`src/rtl/core/srtf_pkg.sv`:
```
// Shared constants, codes and word types of the shortest-remaining-time scheduler.
`default_nettype none

package srtf_pkg;

   // default sizing
   localparam int MAX_PROCS_DEF  = 16;
   localparam int COUNT_BITS_DEF = 16;

   // fixed field widths
   localparam int ID_W      = 4;
   localparam int BURST_W   = 16;
   localparam int OUT_CNT_W = 16;
   localparam int REQ_W     = 2;

   // request codes
   localparam logic [REQ_W-1:0] REQ_ARRIVAL = 2'd0;
   localparam logic [REQ_W-1:0] REQ_TICK    = 2'd1;
   localparam logic [REQ_W-1:0] REQ_STATS   = 2'd2;

   typedef struct packed {
      logic [REQ_W-1:0]   req_type;
      logic [ID_W-1:0]    proc_id;
      logic [BURST_W-1:0] burst_length;
   } req_word_type;

   typedef struct packed {
      logic [ID_W-1:0]      running_id;
      logic                 idle;
      logic                 newly_selected;
      logic                 finished;
      logic                 rejected;
      logic [OUT_CNT_W-1:0] wait_count;
      logic [OUT_CNT_W-1:0] turnaround_count;
   } rsp_word_type;

   // controller to datapath
   typedef struct packed {
      logic load_req;
      logic load_cand;
      logic reduce;
      logic exec_op;
      logic apply_tick;
   } ctrl_cmd_type;

   // datapath to controller
   typedef struct packed {
      logic in_is_tick;
   } ctrl_status_type;

endpackage

`default_nettype wire

```
`src/rtl/core/srtf_chan_if.sv`:
```
// Valid/ready channel carrying one word of a given type.
`default_nettype none

interface srtf_chan_if #(
   parameter type word_type = logic
) ();
   logic     valid;
   logic     ready;
   word_type payload;

   modport source (output valid, output payload, input ready);
   modport sink (input valid, input payload, output ready);
endinterface

`default_nettype wire

```
`src/rtl/core/shortest_remaining_time_scheduler_core.sv`:
```
// Top level of the shortest-remaining-time-first scheduler.
//
//   channel   modport  word           role
//   req_chan  sink     req_word_type  arrival, tick or statistics read
//   rsp_chan  source   rsp_word_type  one result word per request
//
// Arrival and statistics read: the request is registered at accept and its result is loaded in EXEC.
// Tick: leaf candidates are loaded at accept, the search tree folds one level per cycle in SCAN,
// and the result is loaded in APPLY.
// One request is in flight at a time; a new one is accepted while a result waits.
// A stalled result port holds the finished request before its result load.
// Reset is synchronous: clears slot present bits, the last-runner mark, controller state and response valid.
`default_nettype none

module shortest_remaining_time_scheduler_core #(
   parameter int MAX_PROCS  = srtf_pkg::MAX_PROCS_DEF,
   parameter int COUNT_BITS = srtf_pkg::COUNT_BITS_DEF
) (
   input wire logic     clock,
   input wire logic     reset,
   srtf_chan_if.sink    req_chan,
   srtf_chan_if.source  rsp_chan
);

   srtf_pkg::ctrl_cmd_type    cmd;
   srtf_pkg::ctrl_status_type status;
   srtf_pkg::req_word_type    req_word;
   srtf_pkg::rsp_word_type    rsp_word;
   logic                      req_ready;
   logic                      rsp_valid;

   assign req_word         = req_chan.payload;
   assign req_chan.ready   = req_ready;
   assign rsp_chan.valid   = rsp_valid;
   assign rsp_chan.payload = rsp_word;

   srtf_ctrl #(
      .MAX_PROCS (MAX_PROCS)
   ) u_ctrl (
      .clock     (clock),
      .reset     (reset),
      .req_valid (req_chan.valid),
      .req_ready (req_ready),
      .rsp_valid (rsp_valid),
      .rsp_ready (rsp_chan.ready),
      .status    (status),
      .cmd       (cmd)
   );

   srtf_dpath #(
      .MAX_PROCS  (MAX_PROCS),
      .COUNT_BITS (COUNT_BITS)
   ) u_dpath (
      .clock    (clock),
      .reset    (reset),
      .req_word (req_word),
      .cmd      (cmd),
      .status   (status),
      .rsp_word (rsp_word)
   );

endmodule

`default_nettype wire

```
`src/rtl/core/srtf_ctrl.sv`:
```
// Scheduler controller: request sequencing, search level count, response valid.
`default_nettype none

module srtf_ctrl #(
   parameter int MAX_PROCS = srtf_pkg::MAX_PROCS_DEF
) (
   input  wire logic                     clock,
   input  wire logic                     reset,
   input  wire logic                     req_valid,
   output logic                          req_ready,
   output logic                          rsp_valid,
   input  wire logic                     rsp_ready,
   input  wire srtf_pkg::ctrl_status_type status,
   output srtf_pkg::ctrl_cmd_type        cmd
);

   localparam int Levels = $clog2(MAX_PROCS);
   localparam int CntW   = $clog2(Levels + 1);

   localparam logic [1:0] S_IDLE  = 2'd0;
   localparam logic [1:0] S_SCAN  = 2'd1;
   localparam logic [1:0] S_EXEC  = 2'd2;
   localparam logic [1:0] S_APPLY = 2'd3;

   logic [1:0]      state_ff, state_in;
   logic [CntW-1:0] cnt_ff, cnt_in;
   logic            rsp_valid_ff, rsp_valid_in;
   logic            out_free;
   logic            accept;

   assign out_free  = !rsp_valid_ff || rsp_ready;
   assign req_ready = (state_ff == S_IDLE);
   assign accept    = req_valid && req_ready;
   assign rsp_valid = rsp_valid_ff;

   // sequence one request at a time
   always_comb begin
      state_in = state_ff;
      cnt_in   = cnt_ff;
      cmd      = '0;
      unique case (state_ff)
         S_IDLE: begin
            if (accept) begin
               cmd.load_req = 1'b1;
               if (status.in_is_tick) begin
                  cmd.load_cand = 1'b1;
                  cnt_in        = CntW'(Levels - 1);
                  state_in      = S_SCAN;
               end else begin
                  state_in = S_EXEC;
               end
            end
         end
         S_SCAN: begin
            cmd.reduce = 1'b1;
            if (cnt_ff == '0) begin
               state_in = S_APPLY;
            end else begin
               cnt_in = cnt_ff - 1'b1;
            end
         end
         S_EXEC: begin
            if (out_free) begin
               cmd.exec_op = 1'b1;
               state_in    = S_IDLE;
            end
         end
         S_APPLY: begin
            if (out_free) begin
               cmd.apply_tick = 1'b1;
               state_in       = S_IDLE;
            end
         end
         default: begin
            state_in = S_IDLE;
         end
      endcase
   end

   // set on a new word, drop once taken
   always_comb begin
      priority if (cmd.exec_op || cmd.apply_tick) begin
         rsp_valid_in = 1'b1;
      end else if (rsp_ready) begin
         rsp_valid_in = 1'b0;
      end else begin
         rsp_valid_in = rsp_valid_ff;
      end
   end

   always_ff @(posedge clock) begin
      if (reset) begin
         state_ff     <= S_IDLE;
         cnt_ff       <= '0;
         rsp_valid_ff <= 1'b0;
      end else begin
         state_ff     <= state_in;
         cnt_ff       <= cnt_in;
         rsp_valid_ff <= rsp_valid_in;
      end
   end

`ifndef SYNTHESIS
   a_accept_leaves_idle: assert property (@(posedge clock) disable iff (reset)
      accept |=> (state_ff != S_IDLE))
      else $error("accepted word did not start processing");

   a_rsp_from_command: assert property (@(posedge clock) disable iff (reset)
      $rose(rsp_valid_ff) |-> $past(cmd.exec_op || cmd.apply_tick))
      else $error("response valid rose without a result load");

   a_scan_exclusive: assert property (@(posedge clock) disable iff (reset)
      (state_ff == S_SCAN) |-> (!req_ready && !cmd.exec_op && !cmd.apply_tick))
      else $error("search overlaps accept or result load");

   a_cand_with_req: assert property (@(posedge clock) disable iff (reset)
      cmd.load_cand |-> (cmd.load_req && status.in_is_tick))
      else $error("candidate load outside a tick accept");
`endif

endmodule

`default_nettype wire

```
`src/rtl/core/srtf_dpath.sv`:
```
// Scheduler datapath: process slots, minimum-search tree, result register.
`default_nettype none

module srtf_dpath #(
   parameter int MAX_PROCS  = srtf_pkg::MAX_PROCS_DEF,
   parameter int COUNT_BITS = srtf_pkg::COUNT_BITS_DEF
) (
   input  wire logic                  clock,
   input  wire logic                  reset,
   input  wire srtf_pkg::req_word_type req_word,
   input  wire srtf_pkg::ctrl_cmd_type cmd,
   output srtf_pkg::ctrl_status_type  status,
   output srtf_pkg::rsp_word_type     rsp_word
);

   localparam int IdxW = $clog2(MAX_PROCS);
   localparam int Pow  = 1 << IdxW;
   localparam int BW   = srtf_pkg::BURST_W;
   localparam int OW   = srtf_pkg::OUT_CNT_W;
   localparam logic [31:0] OutMax = 32'((64'd1 << OW) - 64'd1);

   // slot lanes
   logic                  present_ff [MAX_PROCS];
   logic                  present_in [MAX_PROCS];
   logic [BW-1:0]         remain_ff  [MAX_PROCS];
   logic [BW-1:0]         remain_in  [MAX_PROCS];
   logic [COUNT_BITS-1:0] wait_ff    [MAX_PROCS];
   logic [COUNT_BITS-1:0] wait_in    [MAX_PROCS];
   logic [COUNT_BITS-1:0] turn_ff    [MAX_PROCS];
   logic [COUNT_BITS-1:0] turn_in    [MAX_PROCS];

   // search tree candidates
   logic            cv_ff [Pow];
   logic            cv_in [Pow];
   logic [BW-1:0]   ck_ff [Pow];
   logic [BW-1:0]   ck_in [Pow];
   logic [IdxW-1:0] ci_ff [Pow];
   logic [IdxW-1:0] ci_in [Pow];

   srtf_pkg::req_word_type req_ff;
   srtf_pkg::rsp_word_type rsp_ff, rsp_in;
   logic            last_valid_ff, last_valid_in;
   logic [IdxW-1:0] last_id_ff, last_id_in;

   logic            in_range;
   logic [IdxW-1:0] slot;
   logic            slot_present;
   logic [31:0]     wait_wide;
   logic [31:0]     turn_wide;

   assign status.in_is_tick = (req_word.req_type == srtf_pkg::REQ_TICK);
   assign rsp_word          = rsp_ff;

   assign in_range     = (32'(req_ff.proc_id) < 32'(MAX_PROCS));
   assign slot         = IdxW'(req_ff.proc_id);
   assign slot_present = in_range && present_ff[slot];
   assign wait_wide    = 32'(wait_ff[slot]);
   assign turn_wide    = 32'(turn_ff[slot]);

   // load leaves or fold one tree level; lower index wins ties
   always_comb begin
      for (int i = 0; i < Pow; i++) begin
         cv_in[i] = cv_ff[i];
         ck_in[i] = ck_ff[i];
         ci_in[i] = ci_ff[i];
      end
      if (cmd.load_cand) begin
         for (int i = 0; i < Pow; i++) begin
            ci_in[i] = IdxW'(i);
            if (i < MAX_PROCS) begin
               cv_in[i] = present_ff[i] && (remain_ff[i] != '0);
               ck_in[i] = remain_ff[i];
            end else begin
               cv_in[i] = 1'b0;
               ck_in[i] = '0;
            end
         end
      end else if (cmd.reduce) begin
         for (int i = 0; i < Pow / 2; i++) begin
            if (cv_ff[2*i+1] && (!cv_ff[2*i] || (ck_ff[2*i+1] < ck_ff[2*i]))) begin
               cv_in[i] = cv_ff[2*i+1];
               ck_in[i] = ck_ff[2*i+1];
               ci_in[i] = ci_ff[2*i+1];
            end else begin
               cv_in[i] = cv_ff[2*i];
               ck_in[i] = ck_ff[2*i];
               ci_in[i] = ci_ff[2*i];
            end
         end
         for (int i = Pow / 2; i < Pow; i++) begin
            cv_in[i] = 1'b0;
         end
      end
   end

   // update slots on an arrival or a tick
   always_comb begin
      for (int i = 0; i < MAX_PROCS; i++) begin
         present_in[i] = present_ff[i];
         remain_in[i]  = remain_ff[i];
         wait_in[i]    = wait_ff[i];
         turn_in[i]    = turn_ff[i];
      end
      if (cmd.exec_op && (req_ff.req_type == srtf_pkg::REQ_ARRIVAL) && in_range &&
          !present_ff[slot]) begin
         present_in[slot] = 1'b1;
         remain_in[slot]  = req_ff.burst_length;
         wait_in[slot]    = '0;
         turn_in[slot]    = '0;
      end
      if (cmd.apply_tick && cv_ff[0]) begin
         for (int i = 0; i < MAX_PROCS; i++) begin
            if (present_ff[i] && (remain_ff[i] != '0)) begin
               if (turn_ff[i] != '1) begin
                  turn_in[i] = turn_ff[i] + 1'b1;
               end
               if (IdxW'(i) == ci_ff[0]) begin
                  remain_in[i] = remain_ff[i] - 1'b1;
               end else if (wait_ff[i] != '1) begin
                  wait_in[i] = wait_ff[i] + 1'b1;
               end
            end
         end
      end
   end

   // build the result word
   always_comb begin
      rsp_in        = rsp_ff;
      last_valid_in = last_valid_ff;
      last_id_in    = last_id_ff;
      if (cmd.exec_op) begin
         rsp_in = '0;
         unique case (req_ff.req_type)
            srtf_pkg::REQ_ARRIVAL: begin
               rsp_in.rejected = !in_range || present_ff[slot];
            end
            srtf_pkg::REQ_STATS: begin
               if (slot_present) begin
                  rsp_in.wait_count = (wait_wide > OutMax) ? '1 : OW'(wait_wide);
                  rsp_in.turnaround_count = (turn_wide > OutMax) ? '1 : OW'(turn_wide);
               end
            end
            default: begin
               rsp_in = '0;
            end
         endcase
      end else if (cmd.apply_tick) begin
         rsp_in = '0;
         if (cv_ff[0]) begin
            rsp_in.running_id     = srtf_pkg::ID_W'(ci_ff[0]);
            rsp_in.newly_selected = !last_valid_ff || (last_id_ff != ci_ff[0]);
            rsp_in.finished       = (ck_ff[0] == BW'(1));
         end else begin
            rsp_in.idle = 1'b1;
         end
         last_valid_in = cv_ff[0];
         last_id_in    = ci_ff[0];
      end
   end

   // control state
   always_ff @(posedge clock) begin
      if (reset) begin
         for (int i = 0; i < MAX_PROCS; i++) begin
            present_ff[i] <= 1'b0;
         end
         last_valid_ff <= 1'b0;
      end else begin
         for (int i = 0; i < MAX_PROCS; i++) begin
            present_ff[i] <= present_in[i];
         end
         last_valid_ff <= last_valid_in;
      end
   end

   // payload state
   always_ff @(posedge clock) begin
      for (int i = 0; i < MAX_PROCS; i++) begin
         remain_ff[i] <= remain_in[i];
         wait_ff[i]   <= wait_in[i];
         turn_ff[i]   <= turn_in[i];
      end
      for (int i = 0; i < Pow; i++) begin
         cv_ff[i] <= cv_in[i];
         ck_ff[i] <= ck_in[i];
         ci_ff[i] <= ci_in[i];
      end
      if (cmd.load_req) begin
         req_ff <= req_word;
      end
      rsp_ff     <= rsp_in;
      last_id_ff <= last_id_in;
   end

endmodule

`default_nettype wire

```
`src/flat_wrapper.sv`:
```
// flat-port wrapper written by rule: the top's interface ports become plain ports
module shortest_remaining_time_scheduler_core_flat 
#(
   parameter int MAX_PROCS  = srtf_pkg::MAX_PROCS_DEF,
   parameter int COUNT_BITS = srtf_pkg::COUNT_BITS_DEF
)
  (clock, reset, req_chan_valid, req_chan_payload, req_chan_ready, rsp_chan_valid, rsp_chan_payload, rsp_chan_ready);
  srtf_chan_if #(.word_type(srtf_pkg::req_word_type)) req_chan_i ();
  srtf_chan_if #(.word_type(srtf_pkg::rsp_word_type)) rsp_chan_i ();
  input wire logic clock;
  input wire logic reset;
  input wire logic [$bits(req_chan_i.valid)-1:0] req_chan_valid;
  input wire logic [$bits(req_chan_i.payload)-1:0] req_chan_payload;
  output wire logic [$bits(req_chan_i.ready)-1:0] req_chan_ready;
  output wire logic [$bits(rsp_chan_i.valid)-1:0] rsp_chan_valid;
  output wire logic [$bits(rsp_chan_i.payload)-1:0] rsp_chan_payload;
  input wire logic [$bits(rsp_chan_i.ready)-1:0] rsp_chan_ready;
  assign req_chan_i.valid = req_chan_valid;
  assign req_chan_i.payload = req_chan_payload;
  assign req_chan_ready = req_chan_i.ready;
  assign rsp_chan_valid = rsp_chan_i.valid;
  assign rsp_chan_payload = rsp_chan_i.payload;
  assign rsp_chan_i.ready = rsp_chan_ready;
  shortest_remaining_time_scheduler_core #(.MAX_PROCS(MAX_PROCS), .COUNT_BITS(COUNT_BITS)) u_core (.clock(clock), .reset(reset), .req_chan(req_chan_i), .rsp_chan(rsp_chan_i));
endmodule
```
`config.mk`:
```
export PLATFORM = sky130hd
export DESIGN_NAME = shortest_remaining_time_scheduler_core_flat
export DESIGN_NICKNAME = d
export VERILOG_FILES = /design/src/rtl/core/srtf_pkg.sv /design/src/rtl/core/srtf_chan_if.sv /design/src/rtl/core/shortest_remaining_time_scheduler_core.sv /design/src/rtl/core/srtf_ctrl.sv /design/src/rtl/core/srtf_dpath.sv /design/src/flat_wrapper.sv
export SDC_FILE = /design/constraint.sdc
export NUM_CORES = 2
export LEC_CHECK = 0
export ABC_AREA = 1
export BUFFER_PORTS_ARGS = -buffer_cell sky130_fd_sc_hd__buf_2
export CELL_PAD_IN_SITES_DETAIL_PLACEMENT = 2
export CELL_PAD_IN_SITES_GLOBAL_PLACEMENT = 2
export CORE_UTILIZATION = 34
export CTS_CLUSTER_DIAMETER = 50
export DETAILED_ROUTE_END_ITERATION = 16
export GPL_ROUTABILITY_DRIVEN = 0
export MAX_ROUTING_LAYER = met4
export PLACE_DENSITY_LB_ADDON = 0.1
export SYNTH_ARGS = -nofsm -noshare
export SYNTH_HDL_FRONTEND = slang
export SYNTH_HIERARCHICAL = 1
export SYNTH_SLANG_ARGS = --single-unit
export TNS_END_PERCENT = 20
```
`constraint.sdc`:
```
create_clock -name clock -period 6.2 [get_ports clock]
set_input_delay 0.31 -clock clock [delete_from_list [all_inputs] [get_ports clock]]
set_output_delay 0.31 -clock clock [all_outputs]
set_load 0.01 [all_outputs]
```
# Yosys cells after proc, flatten, opt, wreduce, memory -nomap -nowiden
# Memory sizes are Yosys's and may differ from the RTL's. A register that Yosys moved wholly into a read port is not among the register bits.
# Cells that the tools add are included.
[word_totals]
regBits = 73
mem_bits_rw = 1120
out_inout_bits = 42
elab_cells = 448
n_memories = 7
[op_classes]
add_sub_neg = 49
magnitude_cmp = 12
n_eq_ne = 59
n_mux = 206
n_bitwise = 22
reduce_logical = 78
[mem_list]
columns = ["name", "words", "width", "rd", "rd_ports_with_merged_regs", "wr", "line_no", "text"]
rows = [
  ["u_core.u_dpath.ck_ff", 16, 16, 16, 0, 16, "srtf_dpath.sv:35", "logic [BW-1:0] ck_ff [Pow];"],
  ["u_core.u_dpath.remain_ff", 16, 16, 16, 0, 16, "srtf_dpath.sv:25", "logic [BW-1:0] remain_ff [MAX_PROCS];"],
  ["u_core.u_dpath.turn_ff", 16, 16, 17, 1, 16, "srtf_dpath.sv:29", "logic [COUNT_BITS-1:0] turn_ff [MAX_PROCS];"],
  ["u_core.u_dpath.wait_ff", 16, 16, 17, 1, 16, "srtf_dpath.sv:27", "logic [COUNT_BITS-1:0] wait_ff [MAX_PROCS];"],
  ["u_core.u_dpath.ci_ff", 16, 4, 16, 0, 16, "srtf_dpath.sv:37", "logic [IdxW-1:0] ci_ff [Pow];"],
  ["u_core.u_dpath.cv_ff", 16, 1, 16, 0, 16, "srtf_dpath.sv:33", "logic cv_ff [Pow];"],
  ["1 more memories", "--", "--", "--", "--", "--", "--", ""],
]
[op_table]
columns = ["op", "n"]
rows = [
  ["2-to-1 mux 16 bit", 126],
  ["2-to-1 mux 256 bit", 6],
  ["adder 16 x 1 -> 16 bit, second input constant", 32],
  ["bitwise AND 256 bit", 2],
  ["!= test 16 bit, second input constant", 32],
  ["2-to-1 mux 128 bit", 3],
  ["bitwise mux 256 bit", 1],
  ["NOT 256 bit", 1],
  ["nonzero test 16 bit", 16],
  ["subtractor 16 x 1 -> 16 bit, second input constant", 16],
  ["2-to-1 mux 32 bit", 5],
  ["< comparator 16 bit", 8],
  ["2-to-1 mux 33 bit", 2],
  ["demux 16 bit (select 4 bit)", 1],
  ["2-to-1 mux 4 bit", 12],
  ["2-to-1 mux 1 bit", 37],
  ["== test 4 bit, first input constant", 8],
  ["greater-than comparator 16 bit, second input constant", 2],
  ["logical AND 1 bit", 29],
  ["== test 16 x 1 -> 1 bit, second input constant", 1],
  ["== test 3 x 4 -> 1 bit, first input constant", 4],
  ["OR 1 bit", 16],
  ["OR 16 bit", 1],
  ["2-to-1 mux 2 bit", 7],
  ["26 further kinds", 58],
]

# Depth between registers and ports, before layout
[logic_depth]
word_depth = 12
depth_mapped = 16
depth_no_buf = 16

# Cells and area by module
# The synthesis kept the hierarchy.
[modules_own_cells]
columns = ["mod", "n_inst", "cells_each", "area_per_inst_um2", "seq_area_each_um2"]
rows = [
  ["srtf_dpath", 1, 9569, 66949.2, 26295.2],
  ["srtf_ctrl", 1, 55, 376.6, 120.1],
]

# Least setup slack after synthesis
# Ideal clock, no wire load.
[synth_timing]
kind = "reg-to-reg"
start = "reg u_core/u_ctrl/state_ff[1] (netlist name)"
end = "mem u_core/u_dpath/ck_ff[0][100] (netlist bit), enable pin"
arrival_time_ns = 6.252
t_required_ns = 5.717
setup_slack_ns = -0.535
path_stages_with_launch = 8
path_buffers = 2
synth_period_minus_slack_ns = 6.735
cell_sequence = "dfxtp_1 -> buf_6 -> nor2_2 -> nand3_2 -> inv_1 -> clkbuf_1 -> nor2_1 -> inv_1"
[synth_lines]
columns = ["item", "line_no"]
rows = [
  ["end: declaration", "srtf_dpath.sv:35"],
]

==> metrics.txt <==
status=completed; Clock power frac=40.4%; layout cells sized above 1=around 6.1%; Die X=447 µm; commonest non-fill, non-tap cell in the layout=nand2_1; area leader, netlist=dfxtp_1; root buf cell=clkbuf_16; Reg2Reg Setup Slack=1.53 ns; CP arrival=roughly 5.4 ns; antenna violations before repair=12; fill count=about 23,000; Async S/R FF share, synth=0%; LEAKAGE=roughly 36 nW; Seq pwr share=between 30% and 40%; CP delay by family, top=simple AND/OR/NAND/NOR gates; first-pass GRT wire length=452 mm; setup ws final=between 1.5 and 2 ns; measured slew at the worst slew-check pin=around 1.2 ns; Seq/Total Area, Yosys=between 30% and 40%; Post-synth EDFFs=331; top cells by area, synth=dfxtp_1 (24%), edfxtp_1 (15%), nand2_1 (14%); CTS tree=built; First DRT Iteration DRCs=about 3,600; pwr dens=between 300 and 400 mW/mm²; Final HPWL DP=218 mm; Buf+Inv Stages, Crit Path=4; DRT Pass-1 Iters=5; Final Hold Viols=0; Cell Rows=~160; worst path required time=~6.9 ns; worst stage delay on the critical path=0.74 ns; Initial Util=34.4%; via count of the first global-routing pass=71,900; clk_skew=~0.028 ns; DR WL/cell=~24 µm; DRC viols=0; clock buffer depth=3; maxcap violations=0; Port Buffers=67; Place WS=around 1.7 ns; achievable clock frequency=approximately 210 MHz; Gate power share=23.8%; largest net degree at the start of global routing=between 150 and 200; max-slew violations=0; Synth top area share=about 24%; Die Y=approximately 450 µm; Vias=67,200; Max FO, Critical Path=between 60 and 70; slowest CP cell=buf_4; layout net count=9,810; HP Class=input pin to register; post-synthesis cell count=between 9,000 and 10,000; fin crit share=about 75%; core box area=approximately 0.2 mm²; Final Util=approximately two fifths; H-tree depth reported by CTS=4; I/O pin cnt=68; CP endpoint kind=register; commonest non-fill, non-tap cells in the layout=nand2_1 (2,425), inv_1 (1,193), nand3_1 (1,055), o21ai_0 (822), dfxtp_1 (819); P_int=approximately 0.018 W; Post-Syn Area=around 0.067 mm²; Clock Sink Count=1,154; unrepaired setup endpoints after global routing=false; gr usage total=30.7%; cts repair resizes=0; Avg Cell Area, Syn=roughly 7 µm²; Synth Register Bits=approximately 1,200; DRT antenna net count=0; CTS buffer count=approximately 190; global route overflow=0; Setup TNS Final=0 ns; Top FF cell, synth=dfxtp_1; crit-path most repeated cell=nand2_1; Avg Vias per Cell=between 5 and 6; # setup viols final=0; VDD IR max=303 µV; sw power=slightly above 0.01 W; library cells used by synthesis=53; worst-path cell chain=nand2_1, nor2_1, inv_2, nor3_4, inv_2, nor2_8, buf_4, nand2_4, inv_1, nand2_1, nand3_1, nand2_1; final wirelength=~300 mm; Reg clk slew, reported paths=about 0.060 ns; Area Overhead vs Synth=14.5%; Synthesized Nets=9,821; minimum clock period=approximately 4.7 ns; die footprint=between 0.15 and 0.2 mm²; synthesis warning total=6; Sw Share=a little over a third; setup bufs post-CTS=0; clk_lat worst skew=approximately 0.85 ns; Slew HR=between 10% and 20%; critical path class=register to register; Worst Setup Start Kind=register
==> power by group through the flow <==
| stage | Sequential (W) | Combinational (W) | Clock, W |
|---|---|---|---|
| final | 0.0101 | 0.00671 | 0.0114 |
| after CTS | 0.0101 | 0.00673 | 0.0116 |
| after floorplan | 0.00970 | 0.00430 | 0 |
| after detailed placement | 0.0102 | 0.00660 | 0 |
| after global routing | 0.0102 | 0.00737 | 0.0119 |
| after global placement | 0.0101 | 0.00632 | 0 |
==> cells in the mapped netlist (all sizes together) (116+ instances only) <==
| cell | count |
|---|---|
| nor3 | 144 |
| ha | 171 |
| nand3 | 1058 |
| nand4 | 116 |
| nand2 | 2446 |
| a21oi | 455 |
| o21ai | 867 |
| o22ai | 162 |
| clkbuf | 208 |
| xor2 | 426 |
| edfxtp | 331 |
| buf | 178 |
| dfxtp | 823 |
| inv | 1211 |
| nor2 | 700 |
==> worst paths after layout <==
check | from | end | depth (start not counted)
hold reg to reg | u_core/u_dpath/ci_ff[0][25] | u_core/u_dpath/ci_ff[0][25] | 2
setup / recovery | u_core/u_ctrl/state_ff[1] | u_core/u_dpath/remain_ff[1][65] | 12
hold / removal | reset | u_core/u_ctrl/cnt_ff[1] | 2
setup reg to reg | u_core/u_ctrl/state_ff[1] | u_core/u_dpath/remain_ff[1][65] | 12
==> kinds of logic (layout without fill, tap and decap cells) <==
kind of cell / after synthesis / after routing / synth area share (%)
and+or+nand+nor: 4578 / 4578 / 29.0
AOI/OAI and AO/OA: 1611 / 1611 / 12.7
buffers and inverters: 1609 / 1764 / 9.31
DFF: 1154 / 1154 / 39.2
other: 0 / 9 / 0
xor gates and xnor gates: 499 / 499 / 6.49
adders and majority gates: 171 / 171 / 3.18
muxes: 2 / 2 / 0.0334
==> metal layers <==
| layer | vias to the layer above | GRT usage, % | part of all wire [%] |
|---|---|---|---|
| met5 | - | - | 0 |
| met4 | 0 | 12.5 | 4.2 |
| met3 | 451 | 3.30 | 3.2 |
| met2 | 1069 | 51.7 | 49 |
| met1 | 34000 | 37.2 | 44 |
| li1 | 31700 | - | - |
==> per-stage QoR <==
step | hold slack, ns | cell area (µm²) | total power (W) | cells
floorplan | 0.372 | 67300 | 0.0140 | 9624
global placement | 0.421 | 70100 | 0.0165 | 12000
detailed placement | 0.442 | 70100 | 0.0168 | 12000
CTS | 0.0120 | 77100 | 0.0284 | 12400
global route | 0.0586 | 77100 | 0.0295 | 12400
finish | 0.0474 | 77100 | 0.0282 | 12400
==> sequential cells by signal, summed over array words and instances (netlist names), 2 cells and up, named ones only <==
name                       cells
u_core/u_dpath/ck_ff         256
u_core/u_dpath/remain_ff     256
u_core/u_dpath/turn_ff       256
u_core/u_dpath/wait_ff       256
u_core/u_dpath/rsp_word       40
u_core/u_dpath/ci_ff          21
u_core/u_dpath/req_ff         18
u_core/u_dpath/cv_ff          16
u_core/u_dpath/present_ff     16
u_core/u_dpath/last_id_ff      4
u_core/u_dpath/slot            4
u_core/u_ctrl/cnt_ff           3
u_core/u_ctrl/state_ff         2
==> cell type report <==
type / count / area (µm²) / share of cell area [%]
multi-input cells: 6861 / 34700 / 45.0
flip-flops and latches: 1154 / 26400 / 34.3
clock buffers: 231 / 5170 / 6.71
inverters: 1223 / 4620 / 5.99
well taps: 2624 / 3280 / 4.26
clock inverters: 128 / 1560 / 2.02
repair buffers: 182 / 1330 / 1.73
diodes: 9 / 22.5 / 0.0292
==> timing repair <==
item | 4_1_cts | 5_1_grt
setup endpoints to repair | 0 | 0
hold buffers | 24 | 0
hold endpoints to repair | 36 | 0
(Power assumes the default switching activity.)
